File: config.mk
export PLATFORM = sky130hd
export DESIGN_NAME = bpsa_ctrl
export DESIGN_NICKNAME = d
export VERILOG_FILES = /design/src/rtl/bpsa_pkg.sv /design/src/rtl/bpsa_ctrl.sv
export SDC_FILE = /design/constraint.sdc
export NUM_CORES = 1
export LEC_CHECK = 0
export ABC_AREA = 1
export BUFFER_PORTS_ARGS = -buffer_cell sky130_fd_sc_hd__buf_2
export CORE_MARGIN = 5
export CORE_UTILIZATION = 50
export DETAILED_ROUTE_END_ITERATION = 10
export PLACE_DENSITY = 0.77
export SETUP_SLACK_MARGIN = 0.1
export SYNTH_ARGS = -nofsm -noshare
export SYNTH_HDL_FRONTEND = slang
export SYNTH_SLANG_ARGS = --single-unit
File: constraint.sdc
create_clock -name clock -period 7.2 [get_ports clock]
set_input_delay 0.72 -clock clock [delete_from_list [all_inputs] [get_ports clock]]
set_output_delay 0.72 -clock clock [all_outputs]
set_load 0.01 [all_outputs]
File: src/rtl/bpsa_pkg.sv
`default_nettype none
// ----------------------------------------------------------------------------
// bpsa_pkg
// Shared sizes, codes and helpers of the pool segment allocator.
// ----------------------------------------------------------------------------
package bpsa_pkg;

   localparam int MAX_SEGMENTS = 64;
   localparam int IDX_W        = (MAX_SEGMENTS > 2) ? $clog2(MAX_SEGMENTS) : 1;
   localparam int CNT_W        = IDX_W + 1;
   localparam int SEG_ID_W     = 6;
   localparam int BYTE_W       = 32;
   localparam int CMP_W        = CNT_W + SEG_ID_W;

   localparam logic [BYTE_W-1:0] CAPACITY_RESET = 32'd268435456;

   typedef enum logic {
      CMD_ALLOC   = 1'b0,
      CMD_RELEASE = 1'b1
   } cmd_type;

   typedef enum logic [2:0] {
      ST_NEW        = 3'd0,
      ST_REUSED     = 3'd1,
      ST_NOT_POOLED = 3'd2,
      ST_RELEASED   = 3'd3,
      ST_BAD_ID     = 3'd4
   } status_type;

   // entry write of start and length
   typedef struct packed {
      logic              en;
      logic [IDX_W-1:0]  addr;
      logic [BYTE_W-1:0] start;
      logic [BYTE_W-1:0] length;
   } seg_wr_type;

   typedef struct packed {
      logic             en;
      logic [IDX_W-1:0] addr;
      logic             busy;
   } busy_wr_type;

   typedef struct packed {
      logic             en;
      logic [IDX_W-1:0] addr;
   } seg_rd_type;

   typedef struct packed {
      logic [BYTE_W-1:0] start;
      logic [BYTE_W-1:0] length;
      logic              busy;
   } seg_data_type;

   typedef struct packed {
      logic                valid;
      status_type          status;
      logic [SEG_ID_W-1:0] index;
      logic [BYTE_W-1:0]   offset;
   } result_type;

   // low bits of a table id as the reported segment id
   function automatic logic [SEG_ID_W-1:0] to_seg_id(input logic [IDX_W-1:0] id);
      logic [IDX_W+SEG_ID_W-1:0] wide;
      wide = {{SEG_ID_W{1'b0}}, id};
      return wide[SEG_ID_W-1:0];
   endfunction

endpackage
`default_nettype wire

File: src/rtl/bpsa_ctrl.sv
`default_nettype none
// ----------------------------------------------------------------------------
// bpsa_ctrl
// Command sequencer: release, bump allocation and first-fit search over the
// segment table, one entry read per cycle.
// ----------------------------------------------------------------------------
module bpsa_ctrl
   import bpsa_pkg::*;
(
   input  wire logic                clock,
   input  wire logic                reset,
   input  wire logic                req_valid,
   output logic                     req_ready,
   input  wire logic                req_cmd,
   input  wire logic [BYTE_W-1:0]   req_bytes,
   input  wire logic [SEG_ID_W-1:0] req_rel,
   input  wire logic [BYTE_W-1:0]   capacity,
   output seg_wr_type               seg_wr,
   output busy_wr_type              busy_wr,
   output seg_rd_type               seg_rd,
   input  wire seg_data_type        seg_data,
   output result_type               res,
   input  wire logic                res_ready
);

   typedef enum logic [1:0] {
      S_IDLE,
      S_EXEC,
      S_SCAN,
      S_RESP
   } state_type;

   state_type           state_ff, state_in;
   logic                cmd_ff, cmd_in;
   logic [BYTE_W-1:0]   bytes_ff, bytes_in;
   logic [SEG_ID_W-1:0] rel_ff, rel_in;
   logic [BYTE_W:0]     bump_ff, bump_in;
   logic [CNT_W-1:0]    count_ff, count_in;
   logic [IDX_W-1:0]    chk_ff, chk_in;
   status_type          status_ff, status_in;
   logic [SEG_ID_W-1:0] index_ff, index_in;
   logic [BYTE_W-1:0]   offset_ff, offset_in;

   logic [CMP_W-1:0]    rel_ext;
   logic [CMP_W-1:0]    cnt_ext;
   logic [BYTE_W:0]     cap_ext;
   logic [BYTE_W:0]     bump_sum;
   logic                bump_open;
   logic                bump_fits;
   logic                hit;
   logic [CNT_W-1:0]    chk_next;

   assign rel_ext   = {{CNT_W{1'b0}}, rel_ff};
   assign cnt_ext   = {{SEG_ID_W{1'b0}}, count_ff};
   assign cap_ext   = {1'b0, capacity};
   assign bump_sum  = bump_ff + {1'b0, bytes_ff};
   assign bump_open = (count_ff < CNT_W'(MAX_SEGMENTS)) && (bump_ff < cap_ext);
   assign bump_fits = bump_sum <= cap_ext;
   assign hit       = (seg_data.length >= bytes_ff) && !seg_data.busy;
   assign chk_next  = {1'b0, chk_ff} + CNT_W'(1);

   always_comb begin
      state_in  = state_ff;
      cmd_in    = cmd_ff;
      bytes_in  = bytes_ff;
      rel_in    = rel_ff;
      bump_in   = bump_ff;
      count_in  = count_ff;
      chk_in    = chk_ff;
      status_in = status_ff;
      index_in  = index_ff;
      offset_in = offset_ff;
      seg_wr    = '0;
      busy_wr   = '0;
      seg_rd    = '0;

      unique case (state_ff)
         S_IDLE: begin
            if (req_valid) begin
               cmd_in   = req_cmd;
               bytes_in = req_bytes;
               rel_in   = req_rel;
               state_in = S_EXEC;
            end
         end
         S_EXEC: begin
            if (cmd_ff == CMD_RELEASE) begin
               if (rel_ext < cnt_ext) begin
                  busy_wr   = '{en: 1'b1, addr: rel_ext[IDX_W-1:0], busy: 1'b0};
                  status_in = ST_RELEASED;
                  index_in  = rel_ff;
               end else begin
                  status_in = ST_BAD_ID;
                  index_in  = '0;
               end
               offset_in = '0;
               state_in  = S_RESP;
            end else if (bump_open && bump_fits) begin
               bump_in   = bump_sum;
               seg_wr    = '{en: 1'b1, addr: count_ff[IDX_W-1:0],
                             start: bump_ff[BYTE_W-1:0], length: bytes_ff};
               busy_wr   = '{en: 1'b1, addr: count_ff[IDX_W-1:0], busy: 1'b1};
               count_in  = count_ff + CNT_W'(1);
               status_in = ST_NEW;
               index_in  = to_seg_id(count_ff[IDX_W-1:0]);
               offset_in = bump_ff[BYTE_W-1:0];
               state_in  = S_RESP;
            end else begin
               // overflow still advances the offset, closing the bump region
               if (bump_open) begin
                  bump_in = bump_sum;
               end
               if (count_ff == '0) begin
                  status_in = ST_NOT_POOLED;
                  index_in  = '0;
                  offset_in = '0;
                  state_in  = S_RESP;
               end else begin
                  seg_rd   = '{en: 1'b1, addr: '0};
                  chk_in   = '0;
                  state_in = S_SCAN;
               end
            end
         end
         S_SCAN: begin
            if (hit) begin
               busy_wr   = '{en: 1'b1, addr: chk_ff, busy: 1'b1};
               status_in = ST_REUSED;
               index_in  = to_seg_id(chk_ff);
               offset_in = seg_data.start;
               state_in  = S_RESP;
            end else if (chk_next == count_ff) begin
               status_in = ST_NOT_POOLED;
               index_in  = '0;
               offset_in = '0;
               state_in  = S_RESP;
            end else begin
               // prefetch the next entry while this one is checked
               seg_rd   = '{en: 1'b1, addr: chk_next[IDX_W-1:0]};
               chk_in   = chk_next[IDX_W-1:0];
            end
         end
         S_RESP: begin
            if (res_ready) begin
               state_in = S_IDLE;
            end
         end
         default: begin
            state_in = S_IDLE;
         end
      endcase
   end

   always_ff @(posedge clock) begin
      if (reset) begin
         state_ff <= S_IDLE;
         bump_ff  <= '0;
         count_ff <= '0;
      end else begin
         state_ff <= state_in;
         bump_ff  <= bump_in;
         count_ff <= count_in;
      end
      cmd_ff    <= cmd_in;
      bytes_ff  <= bytes_in;
      rel_ff    <= rel_in;
      chk_ff    <= chk_in;
      status_ff <= status_in;
      index_ff  <= index_in;
      offset_ff <= offset_in;
   end

   assign req_ready = (state_ff == S_IDLE);
   assign res = '{valid: (state_ff == S_RESP), status: status_ff,
                  index: index_ff, offset: offset_ff};

   a_new_has_room: assert property (@(posedge clock) disable iff (reset)
      seg_wr.en |-> (count_ff < CNT_W'(MAX_SEGMENTS)))
      else $error("segment recorded with a full table");

   a_new_bumps_count: assert property (@(posedge clock) disable iff (reset)
      seg_wr.en |=> (count_ff == $past(count_ff) + CNT_W'(1)))
      else $error("segment count did not advance after a new segment");

   a_read_below_count: assert property (@(posedge clock) disable iff (reset)
      seg_rd.en |-> ({1'b0, seg_rd.addr} < count_ff))
      else $error("table read beyond recorded segments");

   a_reuse_marks_busy: assert property (@(posedge clock) disable iff (reset)
      (state_ff == S_SCAN && status_in == ST_REUSED && state_in == S_RESP)
         |-> (busy_wr.en && busy_wr.busy && busy_wr.addr == chk_ff))
      else $error("reused segment not marked busy");

endmodule
`default_nettype wire

==> run metrics <==
clk_skew 0.0116 ns; register area share after synthesis between 30 and 40%; crit path kind register to output pin; final wirelength 30.2 mm; initial DRC count between 700 and 800; Post-synth EDFFs 86; worst slew pin tran about 1.0 ns; Total Die Area 22700 µm²; #FFs+latches synth 128; Required @ worst endpoint between 6 and 7 ns; Post-CTS Resized 0; Hold Path Class input pin to register; Vias/cell 5.43; largest net degree at the start of global routing 78; final hold violation count 0; final layout net count 1742; global route overflow 0; element type at the critical path end output pin; CTS Sinks 128; postcts setup bufs 0; vias in the first global route 9365; detailed-router iteration count before antenna repair 5; Largest delay share family, worst path simple AND/OR/NAND/NOR gates; Most used DFF post-synth edfxtp_1; Tmin final around 6.3 ns; # DRC 0; die outline height 151 µm; Fill cells between 1500 and 2000; GP Congestion 0.965; most frequent cell on the critical path nand2_1; RSZ-0062 raised after global routing no; first-pass GRT wire length 47.1 mm; Post-Syn Area 9910 µm²; share of cells above drive strength 1 between 20% and 30%; Starting Density 50.9%; Avg Synthesized Cell Area between 8 and 9 µm²; status complete, no violations; fin area 12000 µm²; Clock Path Buffers 2; Area Growth Syn to Fin 21.1%; clock latency on the worst-skew pair 0.43 ns; # IOs 269; Mapped Cells 1203; All-Layer GR Usage between 20% and 30%; num rows 51; clock root buffer clkbuf_16; largest fanout on the critical path 77; Total Neg Setup Slack 0 ns; width of the die 151 µm; Critical Path Slowest Stage Cell nand2_8; Vias approximately 9500; Slew HR 30.1%; Placed Cells roughly 1700; Slew Viols, Final 0; H-tree levels 4; ANT nets after route 0; Peak Freq approximately 160 MHz; non-filler cells, final between 1500 and 2000; count of unique library cells instantiated by Yosys 52; Wirelength per Cell ~17 µm; period utilisation layout roughly nine tenths; TritonCTS Buffers 17; initial antenna violation count 1; core area 19500 µm²; CTS tree built; port buffer count ~270; Final Util 61.6%; buffer and inverter count on the worst path 2; clock slew at reported path FFs 0.06 ns; final setup fails 0; Max Cap Violations 0; Worst EP arrival around 5.6 ns; hpwl dp 23.6 mm; YS warnings 0; worst vdd ir 0.176 mV; Pwr Density 340 nW/µm²; syn nets 1483; diode count 0; Placement Cell Area 11400 µm²; hold_buf cts 0; Leakage between 5 and 6 nW; Min Hold Slack 0.463 ns; Startpoint Class register; share of flip-flops with an asynchronous set or reset 0%; max incr delay on CP 0.53 ns
[cell families after synthesis]
| kind of cell | after synthesis | share of synthesized area (%) |
|---|---|---|
| xor+xnor | 38 | 3.44 |
| compound gates | 277 | 15.2 |
| buf+inv | 205 | 8.64 |
| flops | 128 | 34.6 |
| fa+ha+maj | 140 | 17.8 |
| simple gates | 415 | 20.4 |
[worst reg2reg max path: cells and delay by family (launching register included)]
family | cells | cell delay, ns
adders and majority gates | 3 | 0.95
DFF | 1 | 0.42
AOI/OAI and AO/OA | 6 | 1.05
xor gates and xnor gates | 1 | 0.17
and+or+nand+nor | 17 | 2.15
buffers and inverters | 2 | 0.48
[routing by layer]
metal  track usage [%]  vias to the layer above  part of all wire, %
met1              33.6                     4338                   42
li1                  -                     4604                    -
met5                 0                        -                0.043
met3              5.15                       73                  7.3
met4              9.07                        2                  3.0
met2              44.5                      434                   48
[synthesized netlist by cell type (3+ instances only)]
master / instances / area (µm²)
nor2_1: 95 / 357
buf_2: 6 / 30.0
nand4_1: 18 / 113
buf_1: 4 / 15.0
edfxtp_1: 86 / 2580
nand3_1: 24 / 120
a21oi_1: 131 / 656
o211ai_1: 6 / 45.0
a211oi_1: 10 / 75.1
nand2_2: 5 / 31.3
o21a_1: 3 / 22.5
a31oi_1: 4 / 25.0
o21ai_0: 87 / 435
nand2_1: 206 / 773
clkbuf_1: 13 / 48.8
nor3_1: 12 / 60.1
dfxtp_1: 42 / 841
buf_4: 3 / 22.5
buf_12: 3 / 60.1
nor2_4: 40 / 450
o21ai_1: 16 / 80.1
xnor2_1: 10 / 87.6
inv_1: 171 / 642
nor4_1: 6 / 37.5
ha_1: 139 / 1740
xor2_1: 27 / 236
[cell usage in the layout, fill, tap and decap left out, types with 3 or more instances in the layout]
master and instances:
buf_2 268, nand2_1 205, inv_1 171, ha_1 139, a21oi_1 131, nor2_1 93, o21ai_0 87, edfxtp_1 86
nor2_4 42, dfxtp_1 42, xor2_1 27, nand3_1 24, nand4_1 18, clkbuf_16 17, o21ai_1 16, nor3_1 12
a211oi_1 10, xnor2_1 10, nor4_1 6, o211ai_1 6, nand2_2 5, a31oi_1 4, clkinv_2 4, o21a_1 3
clkinv_1 3, clkbuf_1 3, buf_4 3
[metrics by stage]
| stage | total power (W) | setup WS (ns) |
|---|---|---|
| 2_1_floorplan | 0.00258 | 1.41 |
| 3_3_place_gp | 0.00317 | 1.51 |
| 3_5_place_dp | 0.00321 | 1.31 |
| 4_1_cts | 0.00408 | 0.837 |
| 5_1_grt | 0.00438 | 0.347 |
| 6_report | 0.00408 | 0.858 |
[state kept, by name (all words and copies together) (netlist names)]
signal and cells:
state_ff 2, count_ff 7, chk_ff 6, bump_ff 33, bytes_ff 32, offset_ff 32
status_ff 3, cmd_ff 1, rel_ff 6, index_ff 6
[final timing paths]
kind	start	cells after the start	to	slack, ns
setup / recovery	bytes_ff[0]	29	seg_wr[10]	0.86
setup reg to reg	bytes_ff[0]	29	offset_ff[6]	1.65
hold reg to reg	state_ff[0]	2	state_ff[0]	0.53
hold / removal	req_bytes[28]	1	bytes_ff[28]	0.46
[power by group]
group	switching, W	leakage [nW]	internal, W
Combinational	0.00136	4.39	0.000647
Clock	0.000338	0.275	0.000516
Sequential	0.000127	1.17	0.00109
[final cells by class]
class                      count  area [µm²]  area share, %
clock inverter                11         116          0.970
inverter                     174         653           5.44
sequential                   128        3420           28.5
timing repair buffer         271        1360           11.4
tap                          265         332           2.76
multi-input combinational    870        5660           47.2
clock buffer                  21         450           3.75
(Power assumes the default switching activity.)
